==> config.mk <==
export PLATFORM = sky130hd
export DESIGN_NAME = unix_time_to_calendar_core
export DESIGN_NICKNAME = d
export VERILOG_FILES = /design/src/rtl/ut2cal_pkg.sv /design/src/rtl/unix_time_to_calendar_core.sv
export SDC_FILE = /design/constraint.sdc
export NUM_CORES = 2
export LEC_CHECK = 0
export ABC_CLOCK_PERIOD_IN_PS = 15450
export BUFFER_PORTS_ARGS = -buffer_cell sky130_fd_sc_hd__buf_4
export CORE_ASPECT_RATIO = 1.25
export CORE_UTILIZATION = 45
export CTS_CLUSTER_DIAMETER = 150
export DETAILED_ROUTE_END_ITERATION = 7
export SETUP_SLACK_MARGIN = 0.05
export SYNTH_ARGS = -nofsm -noshare
export SYNTH_HDL_FRONTEND = slang
export SYNTH_SLANG_ARGS = --single-unit
==> constraint.sdc <==
create_clock -name clk -period 15.45 [get_ports clk]
set_clock_uncertainty 0.2 [all_clocks]
set_input_delay 2.3175 -clock clk [delete_from_list [all_inputs] [get_ports clk]]
set_output_delay 2.3175 -clock clk [all_outputs]
set_load 0.02 [all_outputs]
==> src/rtl/ut2cal_pkg.sv <==
// Constants and helper function shared by the Unix time to calendar converter.
// No dependencies; the core module imports this package.
`default_nettype none

package ut2cal_pkg;

    // Accepted window: 2000-01-01T00:00:00Z up to, not including, 2100-01-01T00:00:00Z.
    localparam logic [31:0] FIRST_OK_TIME = 32'd946684800;
    localparam logic [31:0] END_OK_TIME   = 32'd4102444800;

    // Seconds per day is 128 * 675. The low seven bits pass straight through.
    localparam int          DAY_SHIFT      = 7;
    localparam logic [9:0]  DAY_REST       = 10'd675;
    localparam logic [30:0] RECIP_DAY_REST = 31'd1628906115;   // floor(2^40 / 675)

    // Day count of 1996-03-01, the start of a four-year cycle that runs
    // unbroken through the end of 2099.
    localparam logic [15:0] CYCLE_BASE_DAY = 16'd9556;
    localparam logic [10:0] CYCLE_DAYS     = 11'd1461;
    localparam logic [21:0] RECIP_CYCLE    = 22'd2939744;      // floor(2^32 / 1461)
    localparam logic [8:0]  YEAR_DAYS      = 9'd365;
    localparam logic [6:0]  BASE_YEAR_OFS  = 7'd4;             // 1996 lies four years before 2000

    // 1970-01-01 was a Thursday; shifting by three gives Monday as zero.
    localparam logic [15:0] WEEKDAY_SHIFT  = 16'd3;
    localparam logic [3:0]  WEEK_DAYS      = 4'd7;
    localparam logic [29:0] RECIP_WEEK     = 30'd613566756;    // floor(2^32 / 7)

    localparam logic [11:0] SEC_PER_HOUR   = 12'd3600;
    localparam logic [20:0] RECIP_HOUR     = 21'd1193046;      // floor(2^32 / 3600)
    localparam logic [6:0]  SEC_PER_MIN    = 7'd60;
    localparam logic [26:0] RECIP_MIN      = 27'd71582788;     // floor(2^32 / 60)

    // Month index in a year that starts on March 1; January and February are 10 and 11.
    localparam logic [3:0]  MONTH_JAN      = 4'd10;
    localparam logic [3:0]  MONTHS_IN_YEAR = 4'd12;

    // First day of each month within a March-based year.
    function automatic logic [8:0] month_start(input logic [3:0] mp);
        logic [8:0] start;
        case (mp)
            4'd0:    start = 9'd0;
            4'd1:    start = 9'd31;
            4'd2:    start = 9'd61;
            4'd3:    start = 9'd92;
            4'd4:    start = 9'd122;
            4'd5:    start = 9'd153;
            4'd6:    start = 9'd184;
            4'd7:    start = 9'd214;
            4'd8:    start = 9'd245;
            4'd9:    start = 9'd275;
            4'd10:   start = 9'd306;
            4'd11:   start = 9'd337;
            default: start = 9'd0;
        endcase
        return start;
    endfunction

endpackage

`default_nettype wire

==> src/rtl/unix_time_to_calendar_core.sv <==
// Top level of the Unix time to calendar converter: a nine-stage pipeline.
// Depends on ut2cal_pkg for constants and the month start table.
`default_nettype none

// The converter takes a 32-bit Unix time in seconds and returns the UTC calendar
// date and time of day, along with the weekday (Monday is 1, Sunday is 7) and the
// year counted from 2000. Times before 2000-01-01 or from 2100-01-01 on give
// valid_res low and every other result field zero. The block is a nine-stage
// pipeline: a transfer on the input channel enters stage one, and its result
// reaches the output channel from stage nine, the output register. One transfer
// is accepted per clock cycle for as long as the output side is ready. All
// stages advance together; when a result waits at the output and out_ready is
// low, the whole pipeline holds and in_ready drops in the same cycle, so nothing
// is lost or repeated. Divisions by fixed numbers are done by reciprocal
// multiplication, then an estimate of quotient and remainder, then a single
// compare-and-subtract correction, each in its own stage. The date uses four-year
// cycles counted from 1996-03-01, which are exact over the whole accepted century.
module unix_time_to_calendar_core (
    input  wire logic        clk,
    input  wire logic        rst_n,
    input  wire logic        in_valid,
    output logic             in_ready,
    input  wire logic [31:0] unix_time,
    output logic             out_valid,
    input  wire logic        out_ready,
    output logic             valid_res,
    output logic [4:0]       hours,
    output logic [5:0]       minutes,
    output logic [5:0]       secs,
    output logic [4:0]       day_of_month,
    output logic [3:0]       month_number,
    output logic [6:0]       year_offset,
    output logic [2:0]       weekday
);
    import ut2cal_pkg::*;

    // The pipeline advances whenever the output register is empty or being drained.
    logic adv;
    assign adv       = !out_valid || out_ready;
    assign in_ready  = adv;

    logic [9:1] vld_reg;

    // Stage 1: range check and the reciprocal product for the day split.
    logic        s1_ok_reg,   s1_ok_next;
    logic [24:0] s1_x_reg,    s1_x_next;
    logic [6:0]  s1_lo_reg,   s1_lo_next;
    logic [55:0] s1_prod_reg, s1_prod_next;
    // Stage 2: estimated day count and remainder.
    logic        s2_ok_reg;
    logic [6:0]  s2_lo_reg;
    logic [15:0] s2_q_reg,    s2_q_next;
    logic [10:0] s2_rem_reg,  s2_rem_next;
    // Stage 3: exact day count and seconds of day.
    logic        s3_ok_reg;
    logic [15:0] s3_day_reg,  s3_day_next;
    logic [16:0] s3_sod_reg,  s3_sod_next;
    logic        s3_corr;
    // Stage 4: reciprocal products for cycle, weekday and hour.
    logic        s4_ok_reg;
    logic [15:0] s4_n_reg,    s4_n_next;
    logic [15:0] s4_w_reg,    s4_w_next;
    logic [16:0] s4_sod_reg;
    logic [37:0] s4_pn_reg,   s4_pn_next;
    logic [45:0] s4_pw_reg,   s4_pw_next;
    logic [37:0] s4_ph_reg,   s4_ph_next;
    // Stage 5: estimated quotients and remainders.
    logic        s5_ok_reg;
    logic [5:0]  s5_cyc_reg,  s5_cyc_next;
    logic [11:0] s5_k_reg,    s5_k_next;
    logic [3:0]  s5_r7_reg,   s5_r7_next;
    logic [5:0]  s5_h_reg,    s5_h_next;
    logic [12:0] s5_rh_reg,   s5_rh_next;
    logic [13:0] s5_w0;
    // Stage 6: corrected cycle, day in cycle, weekday, hour.
    logic        s6_ok_reg;
    logic [5:0]  s6_cyc_reg,  s6_cyc_next;
    logic [10:0] s6_k_reg,    s6_k_next;
    logic [2:0]  s6_wd_reg,   s6_wd_next;
    logic [4:0]  s6_hr_reg,   s6_hr_next;
    logic [11:0] s6_rh_reg,   s6_rh_next;
    logic        s6_kc, s6_hc;
    logic [3:0]  s6_r7;
    // Stage 7: year in cycle, day of year, minute product.
    logic        s7_ok_reg;
    logic [5:0]  s7_cyc_reg;
    logic [1:0]  s7_yic_reg,  s7_yic_next;
    logic [8:0]  s7_doy_reg,  s7_doy_next;
    logic [2:0]  s7_wd_reg;
    logic [4:0]  s7_hr_reg;
    logic [11:0] s7_rh_reg;
    logic [38:0] s7_pm_reg,   s7_pm_next;
    logic [10:0] s7_yr_days;
    // Stage 8: month index and estimated minutes.
    logic        s8_ok_reg;
    logic [5:0]  s8_cyc_reg;
    logic [1:0]  s8_yic_reg;
    logic [8:0]  s8_doy_reg;
    logic [3:0]  s8_mp_reg,   s8_mp_next;
    logic [2:0]  s8_wd_reg;
    logic [4:0]  s8_hr_reg;
    logic [6:0]  s8_m_reg,    s8_m_next;
    logic [6:0]  s8_rs_reg,   s8_rs_next;
    // Stage 9: output register.
    logic        valid_res_reg,    valid_res_next;
    logic [4:0]  hours_reg,        hours_next;
    logic [5:0]  minutes_reg,      minutes_next;
    logic [5:0]  secs_reg,         secs_next;
    logic [4:0]  day_reg,          day_next;
    logic [3:0]  month_reg,        month_next;
    logic [6:0]  year_reg,         year_next;
    logic [2:0]  weekday_reg,      weekday_next;
    logic        s9_mc, s9_janfeb;

    always_comb
    begin
        // Stage 1
        s1_ok_next   = (unix_time >= FIRST_OK_TIME) && (unix_time < END_OK_TIME);
        s1_x_next    = unix_time[31:DAY_SHIFT];
        s1_lo_next   = unix_time[DAY_SHIFT-1:0];
        s1_prod_next = 56'(s1_x_next) * 56'(RECIP_DAY_REST);

        // Stage 2: the estimate is exact or one short.
        s2_q_next    = s1_prod_reg[55:40];
        s2_rem_next  = 11'(26'(s1_x_reg) - 26'(s2_q_next) * 26'(DAY_REST));

        // Stage 3
        s3_corr      = s2_rem_reg >= 11'(DAY_REST);
        s3_day_next  = s2_q_reg + 16'(s3_corr);
        s3_sod_next  = {(s3_corr ? 10'(s2_rem_reg - 11'(DAY_REST)) : s2_rem_reg[9:0]),
                        s2_lo_reg};

        // Stage 4
        s4_n_next    = s3_day_reg - CYCLE_BASE_DAY;
        s4_w_next    = s3_day_reg + WEEKDAY_SHIFT;
        s4_pn_next   = 38'(s4_n_next) * 38'(RECIP_CYCLE);
        s4_pw_next   = 46'(s4_w_next) * 46'(RECIP_WEEK);
        s4_ph_next   = 38'(s3_sod_reg) * 38'(RECIP_HOUR);

        // Stage 5
        s5_cyc_next  = s4_pn_reg[37:32];
        s5_k_next    = 12'(17'(s4_n_reg) - 17'(s5_cyc_next) * 17'(CYCLE_DAYS));
        s5_w0        = s4_pw_reg[45:32];
        s5_r7_next   = 4'(s4_w_reg - 16'(s5_w0) * 16'(WEEK_DAYS));
        s5_h_next    = s4_ph_reg[37:32];
        s5_rh_next   = 13'(18'(s4_sod_reg) - 18'(s5_h_next) * 18'(SEC_PER_HOUR));

        // Stage 6
        s6_kc        = s5_k_reg >= 12'(CYCLE_DAYS);
        s6_cyc_next  = s5_cyc_reg + 6'(s6_kc);
        s6_k_next    = s6_kc ? 11'(s5_k_reg - 12'(CYCLE_DAYS)) : s5_k_reg[10:0];
        s6_r7        = (s5_r7_reg >= WEEK_DAYS) ? (s5_r7_reg - WEEK_DAYS) : s5_r7_reg;
        s6_wd_next   = 3'(s6_r7 + 4'd1);
        s6_hc        = s5_rh_reg >= 13'(SEC_PER_HOUR);
        s6_hr_next   = 5'(s5_h_reg + 6'(s6_hc));
        s6_rh_next   = s6_hc ? 12'(s5_rh_reg - 13'(SEC_PER_HOUR)) : s5_rh_reg[11:0];

        // Stage 7: the last day of a cycle stays in its fourth year.
        if (s6_k_reg < 11'(YEAR_DAYS))
        begin
            s7_yic_next = 2'd0;
        end
        else if (s6_k_reg < 11'(2 * YEAR_DAYS))
        begin
            s7_yic_next = 2'd1;
        end
        else if (s6_k_reg < 11'(3 * YEAR_DAYS))
        begin
            s7_yic_next = 2'd2;
        end
        else
        begin
            s7_yic_next = 2'd3;
        end
        s7_yr_days   = 11'(s7_yic_next) * 11'(YEAR_DAYS);
        s7_doy_next  = 9'(s6_k_reg - s7_yr_days);
        s7_pm_next   = 39'(s6_rh_reg) * 39'(RECIP_MIN);

        // Stage 8: count the month starts already passed.
        s8_mp_next   = 4'd0;
        for (int i = 1; i < int'(MONTHS_IN_YEAR); i++)
        begin
            if (s7_doy_reg >= month_start(4'(i)))
            begin
                s8_mp_next = s8_mp_next + 4'd1;
            end
        end
        s8_m_next    = s7_pm_reg[38:32];
        s8_rs_next   = 7'(13'(s7_rh_reg) - 13'(s8_m_next) * 13'(SEC_PER_MIN));

        // Stage 9
        s9_mc        = s8_rs_reg >= SEC_PER_MIN;
        s9_janfeb    = s8_mp_reg >= MONTH_JAN;
        valid_res_next = s8_ok_reg;
        hours_next     = '0;
        minutes_next   = '0;
        secs_next      = '0;
        day_next       = '0;
        month_next     = '0;
        year_next      = '0;
        weekday_next   = '0;
        if (s8_ok_reg)
        begin
            hours_next   = s8_hr_reg;
            minutes_next = 6'(s8_m_reg + 7'(s9_mc));
            secs_next    = 6'(s9_mc ? (s8_rs_reg - SEC_PER_MIN) : s8_rs_reg);
            day_next     = 5'(s8_doy_reg - month_start(s8_mp_reg) + 9'd1);
            month_next   = s9_janfeb ? (s8_mp_reg - 4'd9) : (s8_mp_reg + 4'd3);
            year_next    = 7'({s8_cyc_reg, 2'b00}) + 7'(s8_yic_reg) + 7'(s9_janfeb)
                           - BASE_YEAR_OFS;
            weekday_next = s8_wd_reg;
        end
    end

    // Valid bits travel with the data and are the only registers under reset.
    always_ff @(posedge clk or negedge rst_n)
    begin
        if (!rst_n)
        begin
            vld_reg <= '0;
        end
        else if (adv)
        begin
            vld_reg <= {vld_reg[8:1], in_valid};
        end
    end

    always_ff @(posedge clk)
    begin
        if (adv)
        begin
            s1_ok_reg   <= s1_ok_next;
            s1_x_reg    <= s1_x_next;
            s1_lo_reg   <= s1_lo_next;
            s1_prod_reg <= s1_prod_next;

            s2_ok_reg   <= s1_ok_reg;
            s2_lo_reg   <= s1_lo_reg;
            s2_q_reg    <= s2_q_next;
            s2_rem_reg  <= s2_rem_next;

            s3_ok_reg   <= s2_ok_reg;
            s3_day_reg  <= s3_day_next;
            s3_sod_reg  <= s3_sod_next;

            s4_ok_reg   <= s3_ok_reg;
            s4_n_reg    <= s4_n_next;
            s4_w_reg    <= s4_w_next;
            s4_sod_reg  <= s3_sod_reg;
            s4_pn_reg   <= s4_pn_next;
            s4_pw_reg   <= s4_pw_next;
            s4_ph_reg   <= s4_ph_next;

            s5_ok_reg   <= s4_ok_reg;
            s5_cyc_reg  <= s5_cyc_next;
            s5_k_reg    <= s5_k_next;
            s5_r7_reg   <= s5_r7_next;
            s5_h_reg    <= s5_h_next;
            s5_rh_reg   <= s5_rh_next;

            s6_ok_reg   <= s5_ok_reg;
            s6_cyc_reg  <= s6_cyc_next;
            s6_k_reg    <= s6_k_next;
            s6_wd_reg   <= s6_wd_next;
            s6_hr_reg   <= s6_hr_next;
            s6_rh_reg   <= s6_rh_next;

            s7_ok_reg   <= s6_ok_reg;
            s7_cyc_reg  <= s6_cyc_reg;
            s7_yic_reg  <= s7_yic_next;
            s7_doy_reg  <= s7_doy_next;
            s7_wd_reg   <= s6_wd_reg;
            s7_hr_reg   <= s6_hr_reg;
            s7_rh_reg   <= s6_rh_reg;
            s7_pm_reg   <= s7_pm_next;

            s8_ok_reg   <= s7_ok_reg;
            s8_cyc_reg  <= s7_cyc_reg;
            s8_yic_reg  <= s7_yic_reg;
            s8_doy_reg  <= s7_doy_reg;
            s8_mp_reg   <= s8_mp_next;
            s8_wd_reg   <= s7_wd_reg;
            s8_hr_reg   <= s7_hr_reg;
            s8_m_reg    <= s8_m_next;
            s8_rs_reg   <= s8_rs_next;

            valid_res_reg <= valid_res_next;
            hours_reg     <= hours_next;
            minutes_reg   <= minutes_next;
            secs_reg      <= secs_next;
            day_reg       <= day_next;
            month_reg     <= month_next;
            year_reg      <= year_next;
            weekday_reg   <= weekday_next;
        end
    end

    assign out_valid    = vld_reg[9];
    assign valid_res    = valid_res_reg;
    assign hours        = hours_reg;
    assign minutes      = minutes_reg;
    assign secs         = secs_reg;
    assign day_of_month = day_reg;
    assign month_number = month_reg;
    assign year_offset  = year_reg;
    assign weekday      = weekday_reg;

`ifndef ASSERT_OFF
    // An accepted time inside the window always lands on a day count of this century.
    a_day_range: assert property (@(posedge clk) disable iff (!rst_n)
        vld_reg[3] && s3_ok_reg |-> s3_day_reg >= 16'd10957 && s3_day_reg <= 16'd47481)
        else $error("day count outside the accepted century");

    a_time_fields: assert property (@(posedge clk) disable iff (!rst_n)
        out_valid && valid_res |-> hours <= 5'd23 && minutes <= 6'd59 && secs <= 6'd59)
        else $error("time of day field out of range");

    a_date_fields: assert property (@(posedge clk) disable iff (!rst_n)
        out_valid && valid_res |-> month_number >= 4'd1 && month_number <= 4'd12 &&
        day_of_month >= 5'd1 && weekday >= 3'd1 && weekday <= 3'd7 &&
        year_offset <= 7'd99)
        else $error("calendar field out of range");

    a_invalid_zero: assert property (@(posedge clk) disable iff (!rst_n)
        out_valid && !valid_res |-> hours == '0 && minutes == '0 && secs == '0 &&
        day_of_month == '0 && month_number == '0 && year_offset == '0 && weekday == '0)
        else $error("out-of-range time produced nonzero fields");

    // A stalled output must freeze the pipeline so the waiting result is not overwritten.
    a_stall_holds: assert property (@(posedge clk) disable iff (!rst_n)
        out_valid && !out_ready |=> out_valid && $stable(year_offset) && $stable(secs))
        else $error("pending result changed during a stall");
`endif

endmodule

`default_nettype wire

==> key figures <==
Synth
  – Largest family of logic cells by synthesized area: adder cells
  – Post-synthesis adder-cell area fraction: 0.489
  – Sequential share of the synthesized area: 0.263
  – EDFF count, synth: 340
  – Most common flop cell mapped by yosys: edfxtp_1
  – Post-Synth Simple-Gate Area: 0.0480
  – Top cells by count, synth: inv_1, ha_1, fa_1
  – Share of the synthesized area in the top cell type: 0.260
  – Netlist cell types: 82
  – Synth Net Count: 4840
  – Largest area contributor in the netlist: ha_1
  – Yosys warning count: 0
  – Synth area leaders: ha_1, edfxtp_1, fa_1, inv_1, xnor2_1
  – Seq cells post-synth: 354
  – Post-synth ARST share: 0.0254
  – Most common cell in the netlist: inv_1
  – Synth Area in Compound Gates: 0.0585
  – Synth Area in XOR/XNOR: 0.0523
  – Mux contribution to synthesized area: 0.00622
  – Post-Syn Area per Cell: 11.4 um^2
  – Post-synthesis cell count: 3514
  – Post-synth design cell area: 40100 um^2

Finish
  – Multi-input gate area in the final layout: 26200 um^2
  – FF/Latch Area: 10500 um^2
  – Area growth syn-to-layout: 8.30%
  – Post-Route Utilization: 0.491
  – Final net count: 4942
  – Filler cells: 8037
  – Antenna fix cells: 0
  – Layout cells sized above 1: 0.0485
  – Max reg flops: 17

STA
  – Minimum clock period: 8.55 ns
  – Min Hold Slack: 0.208 ns
  – Max Fclk: 0.117 GHz
  – Relative slew slack: 0.384
  – Slew at the pin with the worst max-slew slack: 0.924 ns
  – Period utilisation layout: 0.554
  – Slew Viols, Final: 0
  – Setup TNS: 0 ns
  – Final setup viols: 0
  – Hold Vio Cnt, Final: 0
  – RSZ-0062 raised after global routing: no

Floorplanning
  – Core Region: 88400 um^2
  – Row Count: 122
  – Die H: 336 um
  – Die Wd: 269 um
  – DIE AREA: 90200 um^2
  – Starting Density: 0.453
  – # IOs: 75

Drt
  – Vias per Instance: 4.94
  – Via count: 23800
  – TritonRoute pass-1 iters: 4
  – DRT antenna net count: 0
  – Routed wire per std cell: 16.7 um
  – Final wirelength: 80400 um
  – # DRC: 0
  – DRT iter0 DRCs: 854

CTS
  – Hold_buf cts: 0
  – H-tree depth: 2
  – Post_cts resized: 0
  – Clk_lat worst skew: 0.56 ns
  – Total CTS buffers: 39
  – Post-CTS setup buffers: 0
  – Clk sink count: 354
  – Clock-pin slew on the worst setup and hold paths: 0.06 ns
  – CTS tree: yes
  – Root Driver: clkbuf_16
  – Clk buf depth: 3

Setup path
  – Critical setup path kind: input port to register
  – Critical Path RT: 15.56 ns
  – Critical path buffer and inverter count: 5
  – Max FO, Critical Path: 9
  – Crit-path cells: buf_4, fa_1, inv_1, fa_1, inv_1, ha_1, inv_1, fa_1, fa_1, inv_1, fa_1, fa_1, ha_1, and3_1, nand4_1, nor2_1, nand3_1, o211ai_1, nand4_1, a311oi_1, o21a_1, a311o_1, a21oi_1, xnor2_1
  – Most used cell along the critical path: fa_1
  – Worst path slowest cell: fa_1
  – Worst setup EP type: register
  – Startpoint class of the critical path: input port
  – CP arrival: 8.66 ns
  – Slowest cell delay on critical path: 0.55 ns
  – CP top delay family: adder cells
  – R2R setup slack: 7.19 ns

Run status
  – Status: completed

Global route
  – Gr usage total: 0.187
  – Pin count of the biggest net entering global routing: 74
  – Total gr overflow: 0
  – First-pass GRT wire length: 130000 um
  – Antenna violations before repair: 0
  – Vias in the first global route: 25600

Placed design
  – PortBufs: 74
  – RD Place Congestion: 0.986
  – Placed wire-length estimate: 69000 um

Min path
  – Min-delay worst type: register to register

Job
  – Maxcap violations: 0
==> metrics by stage <==
stage | area [um^2] | cells | setup slack (ns)
6_report | 43400 | 4825 | 6.90
3_5_place_dp | 42000 | 4753 | 6.34
3_3_place_gp | 42000 | 4753 | 6.38
2_1_floorplan | 40100 | 3514 | 0.503
4_1_cts | 43400 | 4825 | 6.94
5_1_grt | 43400 | 4825 | 6.63
==> logic make-up (layout without fill, tap and decap cells) <==
family,count (synthesis),count (layout)
mux,21,21
simple gates,370,370
compound gates,363,363
buf+inv,881,1014
flops,354,354
fa+ha+maj,1290,1290
xor+xnor,235,235
==> routing by layer <==
metal | vias to the layer above | track usage | share of wire
met5 | - | 0 | 0
met4 | 0 | 0.0808 | 0.048
met3 | 142 | 0.0183 | 0.022
met2 | 278 | 0.364 | 0.54
met1 | 11700 | 0.200 | 0.39
li1 | 11700 | - | -
==> final cells by class <==
| class | instances | area share |
|---|---|---|
| clock inverter | 24 | 0.00672 |
| multi-input combinational | 2279 | 0.604 |
| tap | 1178 | 0.0340 |
| timing repair buffer | 79 | 0.0137 |
| inverter | 863 | 0.0747 |
| sequential | 354 | 0.243 |
| clock buffer | 48 | 0.0240 |
==> path summary, 6_finish.rpt <==
kind | startpoint | end | cells after the start
setup / recovery | unix_time[20] | s1_prod_reg[55] | 24
hold / removal | s6_wd_reg[2] | s7_wd_reg[2] | 0
setup reg to reg | s3_day_reg[2] | s4_pn_reg[34] | 33
hold reg to reg | s6_wd_reg[2] | s7_wd_reg[2] | 0
max in group asynchronous | rst_n | vld_reg[8] | 1
min in group asynchronous | rst_n | vld_reg[9] | 1
==> cells in the final DEF, fill, tap and decap left out, drive strengths merged, types with 5 or more instances in the layout <==
master / instances
mux2i: 6
or2: 6
o21bai: 18
edfxtp: 340
dfxtp: 5
buf: 79
ha: 831
clkinv: 12
xnor2: 158
nand2: 87
o211ai: 9
a31oi: 13
nand4: 19
nor2b: 26
fa: 459
and2: 36
mux2: 15
a211oi: 5
inv: 869
clkbuf: 48
nor3: 16
o2111ai: 5
o21ai: 68
nand2b: 29
o21a: 17
a21o: 73
dfrtp: 9
a21oi: 106
xor2: 76
bufinv: 5
nand3: 35
nor2: 65
and3: 19
or3: 7
Power is left out: the tool's default activity adds up to more than one toggle a clock period on the data nets, which glitch-free logic cannot reach.
